File: config.mk
export PLATFORM = sky130hd
export DESIGN_NAME = thermocouple_code_to_temperature
export DESIGN_NICKNAME = d
export VERILOG_FILES = /design/src/rtl/core/tcc_pkg.sv /design/src/rtl/core/tcc_front.sv /design/src/rtl/core/tcc_queue.sv /design/src/rtl/core/tcc_back.sv /design/src/rtl/core/thermocouple_code_to_temperature.sv
export SDC_FILE = /design/constraint.sdc
export NUM_CORES = 1
export LEC_CHECK = 0
export ABC_AREA = 1
export ABC_CLOCK_PERIOD_IN_PS = 7000
export CORE_MARGIN = 3
export CORE_UTILIZATION = 50
export CTS_BUF_LIST = sky130_fd_sc_hd__clkbuf_4
export CTS_CLUSTER_SIZE = 40
export DETAILED_ROUTE_END_ITERATION = 8
export DONT_BUFFER_PORTS = 1
export PLACE_DENSITY = 0.68
export REMOVE_ABC_BUFFERS = 1
export SLEW_MARGIN = 20
export SYNTH_ARGS = -nofsm -noshare
export SYNTH_HDL_FRONTEND = slang
export SYNTH_SLANG_ARGS = --single-unit
File: constraint.sdc
create_clock -name clk -period 7 [get_ports clk]
set_input_delay 0.7 -clock clk [delete_from_list [all_inputs] [get_ports clk]]
set_output_delay 0.7 -clock clk [all_outputs]
set_load 0.005 [all_outputs]
File: src/rtl/core/tcc_pkg.sv
// Shared types and constants for the thermocouple code to temperature converter.
// Holds the segment breakpoint tables and the front-to-back item struct.
// No dependencies.
package tcc_pkg;

  localparam int SEG_COUNT = 21;
  localparam int SEG_W     = $clog2(SEG_COUNT);

  localparam int CODE_W  = 16;
  localparam int TEMP_W  = 14;
  localparam int DELTA_W = 8;   // code - breakpoint, at most 218
  localparam int SLOPE_W = 9;   // 10 * degrees across a segment, at most 400
  localparam int SPAN_W  = 8;   // codes across a segment
  localparam int X_W     = DELTA_W + SLOPE_W;
  localparam int RECIP_SHIFT = 24;
  localparam int RECIP_W = 20;
  localparam int QUOT_W  = 9;   // quotient at most 400

  localparam logic [RECIP_SHIFT:0] RecipOne = (RECIP_SHIFT+1)'(1) << RECIP_SHIFT;

  // lower breakpoint, exclusive (inclusive for the 0 to 5 C segment)
  localparam logic signed [CODE_W-1:0] SEG_LO [SEG_COUNT] = '{
    -16'sd148, -16'sd75, 16'sh0000, 16'sh0019, 16'sh0033, 16'sh0066, 16'sh009A,
    16'sh00CE, 16'sh0103, 16'sh0138, 16'sh01A2, 16'sh020C, 16'sh02DE, 16'sh03AC,
    16'sh0478, 16'sh0548, 16'sh061B, 16'sh06F2, 16'sh07C7, 16'sh089F, 16'sh0978
  };

  // upper breakpoint, inclusive
  localparam logic signed [CODE_W-1:0] SEG_HI [SEG_COUNT] = '{
    -16'sd75, 16'sd0, 16'sd25, 16'sd51, 16'sd102, 16'sd154, 16'sd206,
    16'sd259, 16'sd312, 16'sd418, 16'sd524, 16'sd734, 16'sd940, 16'sd1144,
    16'sd1352, 16'sd1563, 16'sd1778, 16'sd1991, 16'sd2207, 16'sd2424, 16'sd2642
  };

  localparam logic [SPAN_W-1:0] SEG_SPAN [SEG_COUNT] = '{
    8'd73, 8'd75, 8'd25, 8'd26, 8'd51, 8'd52, 8'd52, 8'd53, 8'd53, 8'd106, 8'd106,
    8'd210, 8'd206, 8'd204, 8'd208, 8'd211, 8'd215, 8'd213, 8'd216, 8'd217, 8'd218
  };

  localparam logic signed [TEMP_W-1:0] SEG_BASE [SEG_COUNT] = '{
    -14'sd300, -14'sd150, 14'sd0, 14'sd50, 14'sd100, 14'sd200, 14'sd300,
    14'sd400, 14'sd500, 14'sd600, 14'sd800, 14'sd1000, 14'sd1400, 14'sd1800,
    14'sd2200, 14'sd2600, 14'sd3000, 14'sd3400, 14'sd3800, 14'sd4200, 14'sd4600
  };

  localparam logic [SLOPE_W-1:0] SEG_SLOPE [SEG_COUNT] = '{
    9'd150, 9'd150, 9'd50, 9'd50, 9'd100, 9'd100, 9'd100, 9'd100, 9'd100,
    9'd200, 9'd200, 9'd400, 9'd400, 9'd400, 9'd400, 9'd400, 9'd400, 9'd400,
    9'd400, 9'd400, 9'd400
  };

  // floor(2^24 / span)
  localparam logic [RECIP_W-1:0] SEG_RECIP [SEG_COUNT] = '{
    RECIP_W'(RecipOne / 73),  RECIP_W'(RecipOne / 75),  RECIP_W'(RecipOne / 25),
    RECIP_W'(RecipOne / 26),  RECIP_W'(RecipOne / 51),  RECIP_W'(RecipOne / 52),
    RECIP_W'(RecipOne / 52),  RECIP_W'(RecipOne / 53),  RECIP_W'(RecipOne / 53),
    RECIP_W'(RecipOne / 106), RECIP_W'(RecipOne / 106), RECIP_W'(RecipOne / 210),
    RECIP_W'(RecipOne / 206), RECIP_W'(RecipOne / 204), RECIP_W'(RecipOne / 208),
    RECIP_W'(RecipOne / 211), RECIP_W'(RecipOne / 215), RECIP_W'(RecipOne / 213),
    RECIP_W'(RecipOne / 216), RECIP_W'(RecipOne / 217), RECIP_W'(RecipOne / 218)
  };

  typedef struct packed {
    logic               inr;
    logic [SEG_W-1:0]   seg;
    logic [DELTA_W-1:0] delta;
  } item_t;

endpackage

File: src/rtl/core/tcc_front.sv
// Front end: takes ADC codes, finds the segment and the offset into it.
// Uses tcc_pkg breakpoint tables; feeds tcc_queue.
module tcc_front (
  input  logic                              clk,
  input  logic                              rst,
  input  logic                              in_valid,
  output logic                              in_stall,
  input  logic signed [tcc_pkg::CODE_W-1:0] adc_code,
  output logic                              push,
  output tcc_pkg::item_t                    push_item,
  input  logic                              queue_full
);

  logic                          f_valid;
  tcc_pkg::item_t                f_item;
  tcc_pkg::item_t                item_next;
  logic                          found;
  logic [tcc_pkg::SEG_W-1:0]     seg_sel;
  logic signed [tcc_pkg::CODE_W-1:0] diff;
  logic                          hit;
  logic                          load;

  assign push     = f_valid && !queue_full;
  assign in_stall = f_valid && queue_full;
  assign load     = in_valid && !in_stall;
  assign push_item = f_item;

  // first matching segment wins; code 0 lands in the -15 to 0 C segment
  always_comb begin
    found   = 1'b0;
    seg_sel = '0;
    hit     = 1'b0;
    for (int i = 0; i < tcc_pkg::SEG_COUNT; i++) begin
      if (i == 2)
        hit = (adc_code >= tcc_pkg::SEG_LO[i]) && (adc_code <= tcc_pkg::SEG_HI[i]);
      else
        hit = (adc_code > tcc_pkg::SEG_LO[i]) && (adc_code <= tcc_pkg::SEG_HI[i]);
      if (!found && hit) begin
        found   = 1'b1;
        seg_sel = tcc_pkg::SEG_W'(i);
      end
    end
  end

  assign diff = adc_code - tcc_pkg::SEG_LO[seg_sel];

  always_comb begin
    item_next.inr   = found;
    item_next.seg   = seg_sel;
    item_next.delta = diff[tcc_pkg::DELTA_W-1:0];
  end

  always_ff @(posedge clk) begin
    if (rst) begin
      f_valid <= 1'b0;
    end else if (load) begin
      f_valid <= 1'b1;
    end else if (push) begin
      f_valid <= 1'b0;
    end
  end

  always_ff @(posedge clk) begin
    if (load) begin
      f_item <= item_next;
    end
  end

endmodule

File: src/rtl/core/tcc_queue.sv
// Short FIFO of classified beats between front and back.
// Uses tcc_pkg::item_t.
module tcc_queue #(
  parameter int DEPTH = 4
) (
  input  logic           clk,
  input  logic           rst,
  input  logic           push,
  input  tcc_pkg::item_t push_item,
  output logic           full,
  input  logic           pop,
  output logic           nonempty,
  output tcc_pkg::item_t pop_item
);

  localparam int PTR_W = (DEPTH > 1) ? $clog2(DEPTH) : 1;
  localparam int CNT_W = $clog2(DEPTH + 1);

  tcc_pkg::item_t   mem [DEPTH];
  logic [PTR_W-1:0] wr_ptr;
  logic [PTR_W-1:0] rd_ptr;
  logic [CNT_W-1:0] count;

  assign full     = (count == CNT_W'(DEPTH));
  assign nonempty = (count != '0);
  assign pop_item = mem[rd_ptr];

  always_ff @(posedge clk) begin
    if (rst) begin
      wr_ptr <= '0;
      rd_ptr <= '0;
      count  <= '0;
    end else begin
      if (push) begin
        wr_ptr <= (wr_ptr == PTR_W'(DEPTH - 1)) ? '0 : wr_ptr + PTR_W'(1);
      end
      if (pop) begin
        rd_ptr <= (rd_ptr == PTR_W'(DEPTH - 1)) ? '0 : rd_ptr + PTR_W'(1);
      end
      if (push && !pop) begin
        count <= count + CNT_W'(1);
      end else if (pop && !push) begin
        count <= count - CNT_W'(1);
      end
    end
  end

  always_ff @(posedge clk) begin
    if (push) begin
      mem[wr_ptr] <= push_item;
    end
  end

endmodule

File: src/rtl/core/tcc_back.sv
// Back end: four-stage interpolation pipeline, slope * offset / span + base.
// Division is a reciprocal multiply with one correction step. Uses tcc_pkg tables.
module tcc_back (
  input  logic                              clk,
  input  logic                              rst,
  input  logic                              avail,
  input  tcc_pkg::item_t                    item,
  output logic                              pop,
  output logic                              out_valid,
  input  logic                              out_stall,
  output logic signed [tcc_pkg::TEMP_W-1:0] temp_tenths,
  output logic                              in_range
);

  localparam int P_W = tcc_pkg::X_W + tcc_pkg::RECIP_W;

  logic v1, v2, v3, v4;
  logic en1, en2, en3, en4;

  logic                       s1_inr, s2_inr, s3_inr;
  logic [tcc_pkg::SEG_W-1:0]  s1_seg, s2_seg, s3_seg;
  logic [tcc_pkg::X_W-1:0]    s1_x, s2_x, s3_x;
  logic [tcc_pkg::QUOT_W-1:0] s2_q, s3_q;
  logic [tcc_pkg::X_W-1:0]    s3_prod;

  logic [P_W-1:0]             p;
  logic [tcc_pkg::X_W-1:0]    rem;
  logic [tcc_pkg::X_W-1:0]    span_x;
  logic                       fix;
  logic                       rem_nz;
  logic                       round_up;
  logic [tcc_pkg::QUOT_W-1:0] q_fin;
  logic signed [tcc_pkg::TEMP_W-1:0] temp_next;

  assign en4 = !v4 || !out_stall;
  assign en3 = !v3 || en4;
  assign en2 = !v2 || en3;
  assign en1 = !v1 || en2;
  assign pop = avail && en1;

  assign out_valid = v4;

  always_ff @(posedge clk) begin
    if (rst) begin
      v1 <= 1'b0;
      v2 <= 1'b0;
      v3 <= 1'b0;
      v4 <= 1'b0;
    end else begin
      if (en1) v1 <= avail;
      if (en2) v2 <= v1;
      if (en3) v3 <= v2;
      if (en4) v4 <= v3;
    end
  end

  assign p = P_W'(s1_x) * P_W'(tcc_pkg::SEG_RECIP[s1_seg]);

  // quotient estimate is low by at most one; the remainder test fixes it
  assign span_x = tcc_pkg::X_W'(tcc_pkg::SEG_SPAN[s3_seg]);
  assign rem    = s3_x - s3_prod;
  assign fix    = (rem >= span_x);
  assign rem_nz = fix ? (rem != span_x) : (rem != '0);
  // negative segments truncate toward zero, i.e. round the fraction up
  assign round_up = rem_nz && tcc_pkg::SEG_BASE[s3_seg][tcc_pkg::TEMP_W-1];
  assign q_fin = s3_q + tcc_pkg::QUOT_W'(fix) + tcc_pkg::QUOT_W'(round_up);
  assign temp_next = s3_inr
      ? tcc_pkg::SEG_BASE[s3_seg] + signed'(tcc_pkg::TEMP_W'(q_fin))
      : '0;

  always_ff @(posedge clk) begin
    if (en1) begin
      s1_inr <= item.inr;
      s1_seg <= item.seg;
      s1_x   <= tcc_pkg::X_W'(item.delta) * tcc_pkg::X_W'(tcc_pkg::SEG_SLOPE[item.seg]);
    end
    if (en2) begin
      s2_inr <= s1_inr;
      s2_seg <= s1_seg;
      s2_x   <= s1_x;
      s2_q   <= p[tcc_pkg::RECIP_SHIFT +: tcc_pkg::QUOT_W];
    end
    if (en3) begin
      s3_inr  <= s2_inr;
      s3_seg  <= s2_seg;
      s3_x    <= s2_x;
      s3_q    <= s2_q;
      s3_prod <= tcc_pkg::X_W'(s2_q) * tcc_pkg::X_W'(tcc_pkg::SEG_SPAN[s2_seg]);
    end
    if (en4) begin
      temp_tenths <= temp_next;
      in_range    <= s3_inr;
    end
  end

endmodule

File: src/rtl/core/thermocouple_code_to_temperature.sv
// Type K thermocouple linearizer: signed ADC code in, temperature in 0.1 C out.
// Instantiates tcc_front, tcc_queue and tcc_back; uses tcc_pkg.
// Accepts one code per cycle while in_stall is low; each result passes through
// the classify register, which loads on the accepting edge, then the queue and
// the four interpolation stages. Codes at or below -148 or above 2642 return
// zero with in_range low. With the output stalled, an empty block takes
// QUEUE_DEPTH + 5 beats (front register, queue, four back stages) before it
// stalls the input.
module thermocouple_code_to_temperature #(
  parameter int QUEUE_DEPTH = 4
) (
  input  logic                              clk,
  input  logic                              rst,
  input  logic                              in_valid,
  output logic                              in_stall,
  input  logic signed [tcc_pkg::CODE_W-1:0] adc_code,
  output logic                              out_valid,
  input  logic                              out_stall,
  output logic signed [tcc_pkg::TEMP_W-1:0] temp_tenths,
  output logic                              in_range
);

  logic           push;
  logic           pop;
  logic           queue_full;
  logic           queue_nonempty;
  tcc_pkg::item_t push_item;
  tcc_pkg::item_t pop_item;

  tcc_front u_front (
    .clk        (clk),
    .rst        (rst),
    .in_valid   (in_valid),
    .in_stall   (in_stall),
    .adc_code   (adc_code),
    .push       (push),
    .push_item  (push_item),
    .queue_full (queue_full)
  );

  tcc_queue #(
    .DEPTH (QUEUE_DEPTH)
  ) u_queue (
    .clk       (clk),
    .rst       (rst),
    .push      (push),
    .push_item (push_item),
    .full      (queue_full),
    .pop       (pop),
    .nonempty  (queue_nonempty),
    .pop_item  (pop_item)
  );

  tcc_back u_back (
    .clk         (clk),
    .rst         (rst),
    .avail       (queue_nonempty),
    .item        (pop_item),
    .pop         (pop),
    .out_valid   (out_valid),
    .out_stall   (out_stall),
    .temp_tenths (temp_tenths),
    .in_range    (in_range)
  );

endmodule

==> run_results.csv <==
group,metric,value,unit
outcome,status,"finished, final reports clean",
synth,ys_warn_count,0,
setup_path,worst_path_required_time,7.38,ns
setup_path,critical_path.max_stage_delay,0.56,ns
drt,wl,65.63,mm
cts,clkSinkCount,200,
drt,drt_iter0_markers,1400,
timing,final_hold_viol_count,0,
placement,buffer_ports.inserted,0,
floorplan,die_h,231.6,um
cells_and_area,drive_gt1_share,7.925,%
floorplan,core.rowCount,82,
drt,detailedRoute.firstPassIterationCount,7,
setup_path,timing_worst_setup_path_type,"flip-flop to flip-flop",
synth,synth_cell_type_count,63,
cells_and_area,mostFrequentLayoutCell,"inv_1",
cts,cts-hold-fix-buffers,0,
floorplan,floorplan.initialDensity,50.73,%
timing,finalCritPeriodShare,96.47,%
placement,place_congestion,0.9793,
drt,drcViolationCount,0,
grt,number_of_antenna_violations_at_the_first_check_in_global_routing,2,
hold_path,min_from,"rst",
cts,clock_tree.root_cell,"clkbuf_4",
floorplan,design.die.area,53640,um^2
synth,syn-mean-instance-area,8.433,um^2
cts,clk_pin_slew_worst_paths,0.16,ns
timing,max_freq,148.1,MHz
setup_path,worstSetupStartpointType,"flip-flop",
timing,tightest_slew,1.160,ns
synth,synth.yosys.seq_area_share,23.05,%
grt,groute.usage.overall,25.19,%
placement,dp_cells,3700,
setup_path,crit_path_end_kind,"flip-flop",
floorplan,die_w,231.6,um
cts,cts_buffers,17,
cells_and_area,fin_nets,3657,
timing,slew_headroom,22.69,%
setup_path,critical_path.max_fanout,7,
timing,clock_skew,0.02559,ns
hold_path,worstHoldPathType,"input pin to flip-flop",
timing,rsz0062_at_grt,"yes",
cells_and_area,stdcell_count,3752,
cells_and_area,flow.area_growth_from_synthesis,6.898,%
drt,detail-route-antenna-nets,0,
floorplan,ios,37,
grt,number_of_global_route_vias_before_repair,20970,
floorplan,fp.coreArea,50170,um^2
drt,routedWlPerCell,17.49,um
cts,htree_num_levels,4,
timing,post-route-min-period,6.753,ns
synth,edff_count_synth,186,
synth,synth.ff_latch_count,200,
drt,routed-via-count,20170,
synth,syn-cell-area,25450,um^2
cts,cts_max_path_buffers,2,
timing,maxSlewViolCount,0,
grt,wire_length_of_the_first_global_routing_pass,106.9,mm
grt,global_route.overflow_total,0,
setup_path,worstSetupStartpoint,"u_back.s1_seg[1]",
flow_run,maxCapViolCount,0,
synth,synthFlopType,"edfxtp_1",
cells_and_area,layout.cells.most_common_list,"625 x inv_1, 566 x nand2_1, 344 x nor2_1",
cts,clk_latency,0.62,ns
setup_path,worst-endpoint-arrival,7.14,ns
cts,tritoncts,"built",
setup_path,crit_path_top_delay_cell,"fa_1",
grt,grt_start_max_net_pins,51,
placement,dp.final_hpwl,53.51,mm
setup_path,crit_path_frequent_cell,"nand2_1",
cells_and_area,num-fill-cells,4628,
drt,post_drt_via_cell_ratio,5.374,
timing,setup_viol,0,
setup_path,worst_r2r_startpoint,"u_back.s1_seg[1]",
synth,synthesis.instances,3018,
synth,async_flop_share,0,%
## state kept, by name, summed over array words and instances, names as in the netlist, 2 cells and up, named ones only
| register | count |
|---|---|
| u_back.s3_q | 9 |
| u_front.push_item | 14 |
| u_back.s1_seg | 5 |
| u_back.s2_seg | 5 |
| u_back.s2_q | 9 |
| u_back.s2_x | 16 |
| u_queue.count | 3 |
| u_queue.mem | 56 |
| u_queue.rd_ptr | 2 |
| u_back.s3_prod | 17 |
| u_queue.wr_ptr | 2 |
| u_back.s1_x | 16 |
| u_back.s3_x | 16 |
| u_back.s3_seg | 5 |
| u_back.temp_tenths | 14 |
## critical path: cells and delay by family, from the launching register on
family          cells  cell delay, ns
fa+ha+maj           8            3.50
flops               1            0.48
buf+inv             7            0.70
compound gates      4            0.48
xor+xnor            1            0.14
simple gates       10            1.24
## synth_stat cells, drive strengths merged, types with 3 or more instances
master	count	area share, %
a211oi	9	0.29
a21o	6	0.18
a21oi	129	2.5
a31oi	6	0.23
a32oi	12	0.41
buf	20	0.40
clkbuf	50	0.74
clkinv	15	0.24
dfxtp	14	1.1
edfxtp	186	22
fa	327	26
ha	244	12
inv	652	9.6
nand2	580	8.7
nand3	81	1.7
nand3b	8	0.24
nand4	26	0.70
nor2	361	5.7
nor3	38	0.79
nor4	5	0.12
o211ai	9	0.27
o21ai	98	2.0
o21bai	6	0.18
o221ai	5	0.17
o22ai	6	0.15
o311ai	3	0.10
o31ai	8	0.24
or2	28	0.69
xnor2	16	0.55
xor2	55	1.9
## kinds of logic (layout without fill, tap and decap cells)
family	Yosys count	after routing	share of synthesized area [%]
other cells	0	1	0
buf+inv	737	798	10.99
flops	200	200	23.05
fa+ha+maj	571	571	37.72
simple gates	1130	1130	18.66
xor+xnor	71	71	2.443
compound gates	309	309	7.139
## per-stage QoR
step                      instance area, um^2  worst slack (ns)  hold WS [ns]  setup TNS (ns)  utilization (%)
final                                   27200            0.2469        0.1385               0            54.22
after global routing                    27200          -0.04471       0.07476        -0.09643            54.22
after CTS                               26890           0.07284       0.07522               0            53.60
after detailed placement                26610          -0.04563        0.4045         -0.1061            53.05
after global placement                  26610           0.03317        0.4008               0            53.05
after floorplan                         25160            0.3441        0.4003               0                -
## timing repair
item | 4_1_cts | 5_1_grt
setup endpoints to repair | 4 | 10
gates resized for setup | 1 | 45
buffers inserted | 0 | 18
pin swaps | 0 | 8
gates cloned | 0 | 1
## layer usage
| layer | vias to the layer above | wire (um) | track usage, % |
|---|---|---|---|
| li1 | 9494 | - | - |
| met1 | 9905 | 27680 | 32.98 |
| met4 | 2 | 1895 | 7.688 |
| met2 | 633 | 31460 | 42.24 |
| met5 | - | 9 | 0 |
| met3 | 131 | 4582 | 5.211 |
## worst paths after layout
path	slack, ns	cells past startpoint	end
setup / recovery	0.25	30	u_back.s2_q[6]
hold / removal	0.14	1	u_front.f_valid
setup reg to reg	0.25	30	u_back.s2_q[6]
hold reg to reg	0.44	0	u_back.s3_x[15]
## area by class of cell
class	count	area, um^2	share of cell area [%]
multi-input cells	2081	16930	62.22
well taps	672	840.8	3.091
flip-flops and latches	200	5866	21.56
repair inverters	1	7.507	0.02760
diodes	1	2.502	0.009198
clock inverters	14	137.6	0.5059
inverters	667	2524	9.277
repair buffers	98	764.5	2.810
clock buffers	18	135.1	0.4967
Power is left out: the tool's default activity adds up to more than one toggle a clock period on the data nets, which glitch-free logic cannot reach.
